## config.mk

```make
export PLATFORM = sky130hd
export DESIGN_NAME = one_wire_bus_master
export DESIGN_NICKNAME = d
export VERILOG_FILES = /design/src/rtl/owb_pkg.sv /design/src/rtl/one_wire_bus_master.sv /design/src/rtl/owb_regs.sv /design/src/rtl/owb_core.sv /design/src/rtl/owb_outbuf.sv
export SDC_FILE = /design/constraint.sdc
export NUM_CORES = 1
export LEC_CHECK = 0
export BUFFER_PORTS_ARGS = -buffer_cell sky130_fd_sc_hd__buf_2
export CORE_ASPECT_RATIO = 0.5
export CORE_MARGIN = 3
export CORE_UTILIZATION = 39
export CTS_BUF_LIST = sky130_fd_sc_hd__clkbuf_4 sky130_fd_sc_hd__clkbuf_8
export DETAILED_ROUTE_END_ITERATION = 10
export PLACE_DENSITY = 0.57
export REMOVE_ABC_BUFFERS = 1
export SYNTH_ARGS = -nofsm -noshare
export SYNTH_HDL_FRONTEND = slang
export SYNTH_SLANG_ARGS = --single-unit
```

## constraint.sdc

```tcl
create_clock -name clk -period 4.5 [get_ports clk]
set_input_delay 0.9 -clock clk [delete_from_list [all_inputs] [get_ports clk]]
set_output_delay 0.9 -clock clk [all_outputs]
set_load 0.02 [all_outputs]
```

## src/rtl/owb_pkg.sv

```systemverilog
// ----------------------------------------------------------------------------
// owb_pkg
// Shared types and constants of the 1-Wire bus master: phase and command
// codes, register indexes and reset values, configuration and result bundles.
// ----------------------------------------------------------------------------
package owb_pkg;

	localparam int unsigned REG_W     = 8;
	localparam int unsigned BIT_IDX_W = 3;

	// Register reset values
	localparam logic [REG_W-1:0] RESET_LOW_DEF      = 8'd50;
	localparam logic [REG_W-1:0] PRESENCE_WAIT_DEF  = 8'd7;
	localparam logic [REG_W-1:0] RESET_RECOVERY_DEF = 8'd41;
	localparam logic [REG_W-1:0] SHORT_PHASE_DEF    = 8'h01;
	localparam logic [REG_W-1:0] LONG_PHASE_DEF     = 8'd7;
	localparam logic [REG_W-1:0] READ_SAMPLE_DEF    = 8'h01;
	localparam logic [REG_W-1:0] READ_RECOVERY_DEF  = 8'd5;

	typedef enum logic [2:0] {
		REG_RESET_LOW      = 3'd0,
		REG_PRESENCE_WAIT  = 3'd1,
		REG_RESET_RECOVERY = 3'd2,
		REG_SHORT_PHASE    = 3'd3,
		REG_LONG_PHASE     = 3'd4,
		REG_READ_SAMPLE    = 3'd5,
		REG_READ_RECOVERY  = 3'd6
	} reg_idx_t;

	typedef enum logic [1:0] {
		OP_TICK  = 2'd0,
		OP_RESET = 2'd1,
		OP_WRITE = 2'd2,
		OP_READ  = 2'd3
	} op_t;

	typedef enum logic [2:0] {
		PH_IDLE     = 3'd0,
		PH_RST_LOW  = 3'd1,
		PH_RST_WAIT = 3'd2,
		PH_RST_REC  = 3'd3,
		PH_SLOT_LOW = 3'd4,
		PH_SLOT_REL = 3'd5,
		PH_RD_WAIT  = 3'd6,
		PH_RD_REC   = 3'd7
	} phase_t;

	typedef struct packed {
		logic [REG_W-1:0] reset_low;
		logic [REG_W-1:0] presence_wait;
		logic [REG_W-1:0] reset_recovery;
		logic [REG_W-1:0] short_phase;
		logic [REG_W-1:0] long_phase;
		logic [REG_W-1:0] read_sample;
		logic [REG_W-1:0] read_recovery;
	} owb_cfg_t;

	typedef struct packed {
		logic       drive_low;
		logic       busy;
		logic       done;
		logic       presence;
		logic [7:0] read_data;
		logic       ignored;
	} owb_result_t;

endpackage

```

## src/rtl/one_wire_bus_master.sv

```systemverilog
// ----------------------------------------------------------------------------
// one_wire_bus_master
// 1-Wire bus master stepped by tick items: reset with presence, byte write,
// byte read, all phase lengths from timing registers.
// ----------------------------------------------------------------------------
// Each accepted input item is one bus tick and yields exactly one result; a
// tick can be accepted every clock cycle, limited only by the two-entry
// result buffer filling while out_stall is held. Commands given while an
// operation runs are dropped and flagged in command_ignored. The user must
// write timing registers through cfg_we/cfg_index/cfg_wdata only while no
// operation is active; the block itself does not enforce this.
module one_wire_bus_master
	import owb_pkg::*;
#(
	parameter int unsigned BITS_PER_TRANSFER = 8
) (
	input  logic             clk,
	input  logic             arst_n,
	input  logic             cfg_we,
	input  logic [2:0]       cfg_index,
	input  logic [REG_W-1:0] cfg_wdata,
	input  logic             in_valid,
	output logic             in_stall,
	input  logic [1:0]       operation,
	input  logic [7:0]       write_data,
	input  logic             bus_level,
	output logic             out_valid,
	input  logic             out_stall,
	output logic             drive_low,
	output logic             busy_res,
	output logic             done_res,
	output logic             presence_seen,
	output logic [7:0]       read_data,
	output logic             command_ignored
);

	owb_cfg_t    cfg;
	owb_result_t res;
	owb_result_t res_out;
	logic        acc;

	owb_regs u_regs (
		.clk       (clk),
		.arst_n    (arst_n),
		.cfg_we    (cfg_we),
		.cfg_index (cfg_index),
		.cfg_wdata (cfg_wdata),
		.cfg       (cfg)
	);

	owb_core #(
		.BITS_PER_TRANSFER (BITS_PER_TRANSFER)
	) u_core (
		.clk        (clk),
		.arst_n     (arst_n),
		.acc        (acc),
		.operation  (operation),
		.write_data (write_data),
		.bus_level  (bus_level),
		.cfg        (cfg),
		.res        (res)
	);

	owb_outbuf u_outbuf (
		.clk       (clk),
		.arst_n    (arst_n),
		.in_valid  (in_valid),
		.in_stall  (in_stall),
		.acc       (acc),
		.res_in    (res),
		.out_valid (out_valid),
		.out_stall (out_stall),
		.res_out   (res_out)
	);

	assign drive_low       = res_out.drive_low;
	assign busy_res        = res_out.busy;
	assign done_res        = res_out.done;
	assign presence_seen   = res_out.presence;
	assign read_data       = res_out.read_data;
	assign command_ignored = res_out.ignored;

endmodule

```

## src/rtl/owb_regs.sv

```systemverilog
// ----------------------------------------------------------------------------
// owb_regs
// Timing register file. Writes to an index past the last register are dropped.
// ----------------------------------------------------------------------------
module owb_regs
	import owb_pkg::*;
(
	input  logic             clk,
	input  logic             arst_n,
	input  logic             cfg_we,
	input  logic [2:0]       cfg_index,
	input  logic [REG_W-1:0] cfg_wdata,
	output owb_cfg_t         cfg
);

	owb_cfg_t cfg_q;

	// register writes
	always_ff @(posedge clk or negedge arst_n) begin
		if (!arst_n) begin
			cfg_q.reset_low      <= RESET_LOW_DEF;
			cfg_q.presence_wait  <= PRESENCE_WAIT_DEF;
			cfg_q.reset_recovery <= RESET_RECOVERY_DEF;
			cfg_q.short_phase    <= SHORT_PHASE_DEF;
			cfg_q.long_phase     <= LONG_PHASE_DEF;
			cfg_q.read_sample    <= READ_SAMPLE_DEF;
			cfg_q.read_recovery  <= READ_RECOVERY_DEF;
		end else if (cfg_we) begin
			unique case (cfg_index)
				REG_RESET_LOW:      cfg_q.reset_low      <= cfg_wdata;
				REG_PRESENCE_WAIT:  cfg_q.presence_wait  <= cfg_wdata;
				REG_RESET_RECOVERY: cfg_q.reset_recovery <= cfg_wdata;
				REG_SHORT_PHASE:    cfg_q.short_phase    <= cfg_wdata;
				REG_LONG_PHASE:     cfg_q.long_phase     <= cfg_wdata;
				REG_READ_SAMPLE:    cfg_q.read_sample    <= cfg_wdata;
				REG_READ_RECOVERY:  cfg_q.read_recovery  <= cfg_wdata;
				default: ;
			endcase
		end
	end

	assign cfg = cfg_q;

endmodule

```

## src/rtl/owb_core.sv

```systemverilog
// ----------------------------------------------------------------------------
// owb_core
// Phase sequencer: advances the tick counter and the phase on each accepted
// tick and forms that tick's result from the updated state.
// ----------------------------------------------------------------------------
module owb_core
	import owb_pkg::*;
#(
	parameter int unsigned BITS_PER_TRANSFER = 8
) (
	input  logic        clk,
	input  logic        arst_n,
	input  logic        acc,
	input  logic [1:0]  operation,
	input  logic [7:0]  write_data,
	input  logic        bus_level,
	input  owb_cfg_t    cfg,
	output owb_result_t res
);

	localparam logic [BIT_IDX_W-1:0] LAST_BIT = BIT_IDX_W'(BITS_PER_TRANSFER - 1);

	phase_t               phase_q, phase_d;
	logic [REG_W-1:0]     tick_q, tick_d;
	logic [BIT_IDX_W-1:0] bit_q, bit_d;
	logic [7:0]           shift_q, shift_d;
	op_t                  kind_q, kind_d;
	logic                 presence_q, presence_d;
	logic [7:0]           last_read_q, last_read_d;

	logic             wbit;
	logic [REG_W-1:0] len_raw;
	logic [REG_W-1:0] len;
	logic             phase_end;
	logic             ignored;
	logic             done;
	logic             drive;

	// next state and result of one tick
	always_comb begin
		phase_d     = phase_q;
		tick_d      = tick_q;
		bit_d       = bit_q;
		shift_d     = shift_q;
		kind_d      = kind_q;
		presence_d  = presence_q;
		last_read_d = last_read_q;
		ignored     = 1'b0;
		done        = 1'b0;
		drive       = 1'b0;
		len_raw     = '0;
		len         = '0;
		wbit        = 1'b0;
		phase_end   = 1'b0;

		// command decode
		if (phase_q == PH_IDLE) begin
			if (op_t'(operation) != OP_TICK) begin
				kind_d = op_t'(operation);
				tick_d = '0;
				bit_d  = '0;
				if (op_t'(operation) == OP_RESET) begin
					phase_d = PH_RST_LOW;
					shift_d = '0;
				end else begin
					phase_d = PH_SLOT_LOW;
					shift_d = (op_t'(operation) == OP_WRITE) ? write_data : 8'h00;
				end
			end
		end else if (op_t'(operation) != OP_TICK) begin
			ignored = 1'b1;
		end

		// phase length and timing
		if (phase_d != PH_IDLE) begin
			wbit = shift_d[bit_d];
			unique case (phase_d)
				PH_RST_LOW:  len_raw = cfg.reset_low;
				PH_RST_WAIT: len_raw = cfg.presence_wait;
				PH_RST_REC:  len_raw = cfg.reset_recovery;
				PH_SLOT_LOW: len_raw = (kind_d == OP_WRITE && !wbit) ?
				                       cfg.long_phase : cfg.short_phase;
				PH_SLOT_REL: len_raw = wbit ? cfg.long_phase : cfg.short_phase;
				PH_RD_WAIT:  len_raw = cfg.read_sample;
				PH_RD_REC:   len_raw = cfg.read_recovery;
				default:     len_raw = REG_W'(1);
			endcase
			// a zero length still lasts one tick
			len       = (len_raw == '0) ? REG_W'(1) : len_raw;
			drive     = (phase_d == PH_RST_LOW) || (phase_d == PH_SLOT_LOW);
			phase_end = ({1'b0, tick_d} + (REG_W+1)'(1)) >= {1'b0, len};

			if (phase_end) begin
				tick_d = '0;
				unique case (phase_d)
					PH_RST_LOW:  phase_d = PH_RST_WAIT;
					PH_RST_WAIT: begin
						presence_d = !bus_level;
						phase_d    = PH_RST_REC;
					end
					PH_RST_REC: begin
						phase_d = PH_IDLE;
						done    = 1'b1;
					end
					PH_SLOT_LOW: phase_d = (kind_d == OP_READ) ? PH_RD_WAIT : PH_SLOT_REL;
					PH_RD_WAIT: begin
						shift_d[bit_d] = shift_d[bit_d] | bus_level;
						phase_d        = PH_RD_REC;
					end
					PH_SLOT_REL, PH_RD_REC: begin
						// end of a bit slot
						if (bit_d >= LAST_BIT) begin
							if (kind_d == OP_READ) last_read_d = shift_d;
							phase_d = PH_IDLE;
							done    = 1'b1;
						end else begin
							bit_d   = bit_d + BIT_IDX_W'(1);
							phase_d = PH_SLOT_LOW;
						end
					end
					default: phase_d = PH_IDLE;
				endcase
			end else begin
				tick_d = tick_q + REG_W'(1);
			end
		end

		res.drive_low = drive;
		res.busy      = (phase_d != PH_IDLE);
		res.done      = done;
		res.presence  = presence_d;
		res.read_data = last_read_d;
		res.ignored   = ignored;
	end

	// sequencer state
	always_ff @(posedge clk or negedge arst_n) begin
		if (!arst_n) begin
			phase_q     <= PH_IDLE;
			tick_q      <= '0;
			bit_q       <= '0;
			shift_q     <= '0;
			kind_q      <= OP_TICK;
			presence_q  <= 1'b0;
			last_read_q <= '0;
		end else if (acc) begin
			phase_q     <= phase_d;
			tick_q      <= tick_d;
			bit_q       <= bit_d;
			shift_q     <= shift_d;
			kind_q      <= kind_d;
			presence_q  <= presence_d;
			last_read_q <= last_read_d;
		end
	end

	// checks
	a_done_not_busy: assert property (@(posedge clk) disable iff (!arst_n)
		res.done |-> !res.busy)
		else $error("done and busy on the same tick");

	a_ignore_when_busy: assert property (@(posedge clk) disable iff (!arst_n)
		res.ignored |-> (phase_q != PH_IDLE))
		else $error("command flagged ignored while idle");

	a_idle_tick_quiet: assert property (@(posedge clk) disable iff (!arst_n)
		(phase_q == PH_IDLE && op_t'(operation) == OP_TICK) |->
		(!res.drive_low && !res.busy && !res.done))
		else $error("idle tick produced activity");

	a_bit_range: assert property (@(posedge clk) disable iff (!arst_n)
		bit_q <= LAST_BIT)
		else $error("bit index past last bit");

	a_hold_when_stalled: assert property (@(posedge clk) disable iff (!arst_n)
		!acc |=> (phase_q == $past(phase_q) && tick_q == $past(tick_q)))
		else $error("state moved without an accepted tick");

endmodule

```

## src/rtl/owb_outbuf.sv

```systemverilog
// ----------------------------------------------------------------------------
// owb_outbuf
// Two-entry result buffer: an output register plus a skid register, so a new
// tick is taken while a finished result still waits downstream.
// ----------------------------------------------------------------------------
module owb_outbuf
	import owb_pkg::*;
(
	input  logic        clk,
	input  logic        arst_n,
	input  logic        in_valid,
	output logic        in_stall,
	output logic        acc,
	input  owb_result_t res_in,
	output logic        out_valid,
	input  logic        out_stall,
	output owb_result_t res_out
);

	logic        out_valid_q;
	logic        skid_valid_q;
	owb_result_t out_q;
	owb_result_t skid_q;
	logic        take;

	assign in_stall = skid_valid_q;
	assign acc      = in_valid && !skid_valid_q;
	assign take     = out_valid_q && !out_stall;

	// valid flags
	always_ff @(posedge clk or negedge arst_n) begin
		if (!arst_n) begin
			out_valid_q  <= 1'b0;
			skid_valid_q <= 1'b0;
		end else begin
			if (take) begin
				out_valid_q  <= skid_valid_q || acc;
				skid_valid_q <= skid_valid_q && acc;
			end else if (!out_valid_q) begin
				out_valid_q <= acc;
			end else if (acc) begin
				skid_valid_q <= 1'b1;
			end
		end
	end

	// payload
	always_ff @(posedge clk) begin
		if (take) begin
			if (skid_valid_q) begin
				out_q <= skid_q;
				if (acc) skid_q <= res_in;
			end else if (acc) begin
				out_q <= res_in;
			end
		end else if (!out_valid_q) begin
			if (acc) out_q <= res_in;
		end else if (acc) begin
			skid_q <= res_in;
		end
	end

	assign out_valid = out_valid_q;
	assign res_out   = out_q;

	// checks
	a_skid_implies_out: assert property (@(posedge clk) disable iff (!arst_n)
		skid_valid_q |-> out_valid_q)
		else $error("skid entry without output entry");

	a_skid_fills_on_stall: assert property (@(posedge clk) disable iff (!arst_n)
		(out_valid_q && out_stall && acc) |=> skid_valid_q)
		else $error("accepted result lost behind a stalled output");

	a_no_accept_when_full: assert property (@(posedge clk) disable iff (!arst_n)
		skid_valid_q |-> !acc)
		else $error("accept with both entries full");

endmodule

```

==> results of run 1 <==
## routing by layer
metal | GRT usage | vias up | share of wire | wire length [um]
met5 | 0 | - | 0 | 0
met4 | 0.0619 | 0 | 0.011 | 184
met2 | 0.284 | 119 | 0.44 | 7300
li1 | - | 2426 | - | -
met1 | 0.274 | 2507 | 0.51 | 8450
met3 | 0.0415 | 19 | 0.047 | 782
## cells by family (layout without fill, tap and decap cells)
| family | Yosys count | in the layout | synth area share |
|---|---|---|---|
| muxes | 78 | 78 | 0.140 |
| DFF | 117 | 117 | 0.487 |
| adders and majority gates | 12 | 12 | 0.0237 |
| AOI/OAI and AO/OA | 153 | 153 | 0.170 |
| and+or+nand+nor | 187 | 187 | 0.145 |
| buffers and inverters | 41 | 159 | 0.0261 |
| xor gates and xnor gates | 6 | 6 | 0.00831 |
## per-stage QoR
step / cell area [um^2] / total power, mW / setup TNS [ns]
2_1_floorplan: 6200 / 2.84 / -60.41
3_3_place_gp: 7140 / 3.68 / -11.77
3_5_place_dp: 7140 / 3.71 / -15.23
4_1_cts: 7650 / 4.95 / 0
5_1_grt: 8060 / 5.48 / -1.62
6_report: 8060 / 5.15 / 0
## timing repair
action                                 CTS  global route
cloned                                   0             1
resized for setup                        3            58
buffers inserted                         0            11
hold buffers                             0             0
endpoints found under the hold margin    0             0
setup endpoints to repair               17            50
pin swaps                                1            25
## area by class of cell
| class | count | area [um^2] |
|---|---|---|
| Sequential cell | 117 | 3080 |
| Multi-Input combinational cell | 436 | 3390 |
| Tap cell | 204 | 255 |
| Clock inverter | 9 | 196 |
| Inverter | 12 | 45.0 |
| Fill cell | 1386 | 7560 |
| Timing Repair Buffer | 115 | 798 |
| Clock buffer | 23 | 292 |
## power groups by stage
stage	registers (mW)	logic, mW	clock network [mW]
global placement	1.60	2.08	0
floorplan	1.70	1.14	0
finish	1.61	2.32	1.21
detailed placement	1.61	2.10	0
global route	1.64	2.55	1.29
CTS	1.59	2.12	1.23
## worst register-to-register path: stages (launching register included)
cell,delay (ns)
dfrtp_1,0.41
or3_4,0.46
o21bai_4,0.18
a31oi_4,0.13
nor3_4,0.34
mux2_2,0.41
a221oi_4,0.30
nand4_1,0.12
o21ai_1,0.16
ha_1,0.15
nand2b_4,0.11
a21o_1,0.11
a21oi_2,0.05
o31ai_2,0.24
nand4_1,0.25
buf_6,0.26
a221oi_4,0.23
nor3_2,0.09
o22a_1,0.20
## sequential cells by signal (all words and copies together), names as in the netlist, 3 cells and up
signal and cells:
u_core.bit_q 3, u_core.last_read_q 8, u_core.phase_q 3, u_core.shift_q 8, u_core.tick_q 8, u_outbuf.res_out 13, u_outbuf.skid_q 13, u_regs.cfg 56
## cells in the mapped netlist (5+ instances only)
master	instances
dfrtp_1	75
mux2_2	63
nand2_1	59
nor2_1	47
o21ai_0	32
edfxtp_1	26
clkbuf_1	23
a21oi_1	20
nor3_1	18
dfstp_2	16
nor2b_1	16
o21ai_1	15
ha_1	12
inv_1	12
mux2i_1	12
a21o_1	11
a221oi_1	11
nand3_1	9
o22a_1	8
a22oi_1	7
nand2b_1	6
and2_1	5
and3_1	5
xnor2_1	5
## worst max-delay path by stage
stage                 startpoint                   to  cells past startpoint
2_1_floorplan       operation[0]  u_outbuf.res_out[1]                     16
3_3_place_gp        operation[0]  u_outbuf.res_out[3]                     20
3_5_place_dp        operation[0]  u_outbuf.res_out[5]                     19
4_1_cts        u_core.phase_q[1]  u_outbuf.res_out[5]                     19
5_1_grt        u_core.phase_q[1]  u_outbuf.res_out[3]                     19
6_report       u_core.phase_q[1]  u_outbuf.res_out[3]                     18
==> qor.json, run 1 <==
{
  "outcome": "finished clean",
  "port_buffers": 41,
  "synth_edf_count": 26,
  "yosys.area.top_type_share": 0.297,
  "grt_start_max_net_pins": 68,
  "mostFrequentLayoutCell": "dfrtp_1",
  "dieArea_um2": 17900,
  "areaGrowthSynthToFinish_pct": 27.4,
  "antenna_diode_instance_count": 0,
  "final_cell_count_no_fill": 916,
  "post_drt_wl_per_cell_um": 18.3,
  "worst_hold_path_type": "reg -> reg",
  "most-common-layout-cells": "74 x dfrtp_1, 70 x buf_4, 62 x mux2_2, 59 x nand2_1, 46 x nor2_1",
  "initial_utilization": 0.405,
  "die_width_um": 186,
  "ys_seq_elements": 117,
  "grt.overflow.total": 0,
  "die_height_um": 96.0,
  "layout-drive-gt1-share": 0.386,
  "final_util": 0.516,
  "h_tree_level_count": 4,
  "synth.cell_area_um2": 6320,
  "fmax_ghz": 0.226,
  "clock-sinks": 117,
  "syn-instance-count": 594,
  "setup.worst_path.start_class": "flip-flop",
  "pwr_density_cell_nw_per_um2": 639,
  "yosysSeqAreaShare": 0.487,
  "route.vias.total": 5071,
  "cp.arrival_ns": 4.63,
  "postSynthAreaPerCell_um2": 10.6,
  "grt_first_pass_wirelength_um": 26100,
  "cts_tree": "built",
  "r2r_end": "u_outbuf.res_out[3]",
  "synth_largest_area_cell": "dfrtp_1",
  "drt_iter0_markers": 477,
  "finalWirelength_um": 16700,
  "endpoint_kind": "flip-flop",
  "critPathSlowestCell": "or3_4",
  "track_usage": 0.190,
  "place.gp.congestion": 0.853,
  "cts-root-buf": "clkbuf_8",
  "finalCriticalPeriod_ns": 4.43,
  "min-delay-start": "u_core.last_read_q[1]",
  "worst_slack_ns": 0.0676,
  "core_region_area_um2": 15600,
  "sequentialPowerShare": 0.313,
  "timing.max_slew.rel_slack": 0.362,
  "timing.reg2reg.worst_path_depth": 18,
  "synth_flop_cell": "dfrtp_1",
  "fin_nets": 738,
  "timing.hold.worst_path_depth": 1,
  "synthArstFlopShare": 0.778,
  "crit_path_max_fanout": 8,
  "internal_power_mw": 3.27,
  "top_level_ports": 42,
  "cts_max_path_buffers": 2,
  "detailedPlacementHpwl_um": 11200,
  "holdPathEnd": "u_core.last_read_q[1]",
  "synth-warning-count": 0,
  "cts_made_buffers": 17,
  "worst_r2r_startpoint": "u_core.phase_q[1]",
  "insertion_delay_ns": 0.45,
  "setup.reg_to_reg.worst_slack_ns": 0.07,
  "p_clk_frac": 0.236,
  "final.period_utilization": 0.985,
  "worst_slack_at_placement_ns": -0.455,
  "critical-path-top-delay-family": "compound AO/OA/AOI/OAI gates",
  "netSwitchingPower_mw": 1.88,
  "crit_type": "reg -> reg",
  "grt_pass1_vias": 4942,
  "cp_cell_sequence": "or3_4, o21bai_4, a31oi_4, nor3_4, mux2_2, a221oi_4, nand4_1, o21ai_1, ha_1, nand2b_4, a21o_1, a21oi_2, o31ai_2, nand4_1, buf_6, a221oi_4, nor3_2, o22a_1",
  "worst-path-buf-inv": 1,
  "worstPathRequired_ns": 4.70,
  "static-leakage-power_nw": 3.45,
  "antenna_violations_before_repair": 0,
  "synth_cell_types": 66,
  "final_max_slew_viol_count": 0,
  "ant_nets_after_route": 0,
  "detail_route.drc_violations": 0,
  "power.switching_fraction": 0.365,
  "irDropWorstVdd_mv": 0.271,
  "critical-path-max-stage-delay_ns": 0.46,
  "grt_setup_unrepaired": "true",
  "firstDrtPassIters": 5,
  "instance_count_after_placement_with_tap_cells_included": 872,
  "combinational_power_share": 0.451,
  "report.final.hold_viol_count": 0,
  "yosys-top-cells-area": "dfrtp_1 30%, edfxtp_1 12%, mux2_2 11%",
  "setup_viol_count_final": 0,
  "worst_clock_skew_ns": 0.0124,
  "row_count": 32,
  "post_drt_via_cell_ratio": 5.54,
  "hold_ws_ns": 0.494,
  "max-cap-violations": 0,
  "tightestPinTransition_ns": 0.957,
  "cts.clk_slew.worst_paths_ns": 0.07
}
No activity file was read; power rests on OpenSTA's default activity.
==> run 2: changes to the inputs <==
CORE_ASPECT_RATIO = default   (was 0.5)
PLACE_DENSITY = 0.56   (was 0.57)
SYNTH_HIERARCHICAL = 1   (was default)
==> qor.json, run 2 <==
{
  "fin_nets": 708,
  "final.period_utilization": 1.01,
  "synth_cell_types": 64,
  "ctsHoldBuffers": 0,
  "most-common-layout-cells": "75 x buf_4, 75 x dfrtp_1, 63 x mux2_2, 49 x nand2_1, 40 x buf_2",
  "grt.overflow.total": 0,
  "synthArstFlopShare": 0.778,
  "cp.arrival_ns": 4.89,
  "clock-sinks": 117,
  "crit_type": "reg -> reg",
  "wl_met3_um": 462,
  "port_buffers": 41,
  "highest-signal-layer": "met4",
  "post_drt_wl_per_cell_um": 17.1,
  "layout-drive-gt1-share": 0.438,
  "finalWirelength_um": 15300,
  "detailedPlacementHpwl_um": 11100,
  "setup_viol_count_final": 5,
  "cp-startpoint": "u_core/bit_q[0]",
  "die_height_um": 135,
  "static-leakage-power_nw": 3.48,
  "synth_flop_cell": "dfrtp_1",
  "yosys.area.top_type_share": 0.291,
  "largest_register_ffs": 56,
  "irDropWorstVdd_mv": 0.476,
  "cell_area_after_placement_um2": 7260,
  "worst_clock_skew_ns": 0.0127,
  "grt_first_pass_wirelength_um": 25300,
  "r2r_end": "u_core/shift_q[7]",
  "yosys-top-cells-area": "dfrtp_1 29%, mux2_2 13%, edfxtp_1 12%",
  "antenna_violations_before_repair": 0,
  "h_tree_level_count": 4,
  "timing.max_slew.rel_slack": 0.342,
  "synth-warning-count": 6,
  "initial_utilization": 0.402,
  "stdcell_area_um2": 8020,
  "report.final.hold_viol_count": 0,
  "setup.worst_path.start_class": "flip-flop",
  "cts_made_buffers": 17,
  "pwr_density_cell_nw_per_um2": 684,
  "cp-endpoint": "u_core/shift_q[7]",
  "worst_r2r_startpoint": "u_core/bit_q[0]",
  "core_region_area_um2": 16100,
  "die_width_um": 135,
  "setup.reg_to_reg.worst_slack_ns": -0.06,
  "synth_largest_area_cell": "dfrtp_1",
  "firstDrtPassIters": 6,
  "insertion_delay_ns": 0.45,
  "detail_route.drc_violations": 0,
  "synth_edf_count": 26,
  "row_count": 46,
  "wl_met1_um": 7020,
  "ys_seq_elements": 117,
  "grt_start_max_net_pins": 59,
  "timing.reg2reg.worst_path_depth": 24,
  "worstPathRequired_ns": 4.83,
  "areaGrowthSynthToFinish_pct": 24.3,
  "fin_setup_tns_ns": -0.109,
  "ys_top_cells_by_count": "77 x mux2_2, 75 x dfrtp_1, 50 x nand2_1",
  "route.vias.total": 4865,
  "outcome": "finished, violations left",
  "crit_path_max_fanout": 5,
  "max-cap-violations": 0,
  "cts.clk_slew.worst_paths_ns": 0.08,
  "place.gp.congestion": 0.851,
  "final_util": 0.500,
  "post_drt_via_cell_ratio": 5.42,
  "postSynthAreaPerCell_um2": 11.3,
  "violations_in_the_final_reports": "setup timing",
  "grt_pass1_vias": 5048,
  "endpoint_kind": "flip-flop",
  "yosys.cell_count.top_type": "mux2_2",
  "dr_wl_met2_um": 7620,
  "antenna_diode_instance_count": 0,
  "track_usage": 0.174,
  "drt_iter0_markers": 253,
  "ant_nets_after_route": 0,
  "worst_hold_path_type": "reg -> reg",
  "syn-instance-count": 569,
  "grt_setup_unrepaired": "true",
  "worst_slack_ns": -0.0605,
  "cts_max_path_buffers": 2,
  "cts-root-buf": "clkbuf_8",
  "top_level_ports": 42,
  "dieArea_um2": 18100,
  "yosysSeqAreaShare": 0.477,
  "tightestPinTransition_ns": 0.984,
  "synth.cell_area_um2": 6450,
  "final_max_slew_viol_count": 0,
  "fmax_ghz": 0.219,
  "cts_tree": "built",
  "finalCriticalPeriod_ns": 4.56
}
[run 2: changes by cell type after synthesis, moves of 6 or more]
| cell | previous run | this run |
|---|---|---|
| a22oi_1 | 7 | 1 |
| mux2_2 | 63 | 77 |
| nor2_1 | 47 | 37 |
| nor2b_1 | 16 | 2 |
| nor3_1 | 18 | 9 |
| o22a_1 | 8 | 0 |
| buf_2 | 3 | 14 |
| o21ai_1 | 15 | 6 |
| inv_1 | 12 | 5 |
| a221oi_1 | 11 | 2 |
| a22o_1 | 3 | 14 |
| a21o_1 | 11 | 5 |
| mux2i_1 | 12 | 22 |
| nand2_1 | 59 | 50 |
[run 2: kinds of logic after synthesis]
logic type      share of synthesized area
xor+xnor                          0.00679
simple gates                        0.126
fa+ha+maj                          0.0233
mux                                 0.189
flops                               0.477
compound gates                      0.138
buf+inv                            0.0393
[run 2: how the worst min path moves through the flow]
stage,cells after the start,start,end,slack [ns]
global placement,2,u_core/kind_q[1],u_core/kind_q[1],0.48
finish,1,u_regs/cfg[10],u_regs/cfg[10],0.50
detailed placement,1,u_regs/cfg[10],u_regs/cfg[10],0.49
floorplan,2,u_core/kind_q[1],u_core/kind_q[1],0.46
CTS,1,u_regs/cfg[10],u_regs/cfg[10],0.51
global route,1,u_regs/cfg[10],u_regs/cfg[10],0.51
[run 2: layer usage]
metal | up-vias | GRT usage
met5 | - | 0
met4 | 0 | 0.0571
met3 | 17 | 0.0358
met2 | 79 | 0.291
met1 | 2454 | 0.226
li1 | 2315 | -
[run 2: what timing repair did]
action	in CTS	in global routing
buffers inserted	7	5
resized for setup	13	59
gates cloned	0	1
endpoints found under the setup margin	29	48
pin swaps	17	34
[run 2: power by group]
part	switching [mW]	internal, mW
registers	0.196	1.43
logic	1.43	1.41
clock network	0.456	0.566
[run 2: worst max-delay path, cell delays in order (launching register included)]
cell and delay [ns]:
dfrtp_1 0.42, mux4_2 0.57, a21oi_2 0.13, o211ai_2 0.12, buf_4 0.17, a21oi_4 0.18, buf_6 0.13, buf_4 0.10
mux2i_1 0.17, o221a_2 0.22, o21ai_2 0.06, ha_1 0.27, nand2b_4 0.11, a21o_1 0.10, a21o_1 0.15, a21oi_4 0.08
buf_4 0.13, buf_6 0.10, buf_4 0.11, buf_4 0.12, o21a_4 0.25, buf_6 0.15, nor3_2 0.12, o21ai_1 0.10
a221o_1 0.39
[run 2: layout make-up]
cell class,count,area [um^2]
clock buffer,18,248
clock inverter,14,171
fill,1437,8040
inverter,6,30.0
multi-input combinational,404,3360
sequential,117,3080
tap,216,270
timing repair buffer,123,862
[run 2: per-stage QoR]
stage                     total power [mW]  instances  hold WS (ns)  setup WS [ns]
after CTS                             5.24        893         0.506        -0.0981
after detailed placement              4.02        855         0.487         -0.717
after global routing                  5.86        898         0.515         -0.315
after floorplan                       2.99        527         0.459         -0.502
final                                 5.49        898         0.503        -0.0605
after global placement                3.96        855         0.480         -0.591
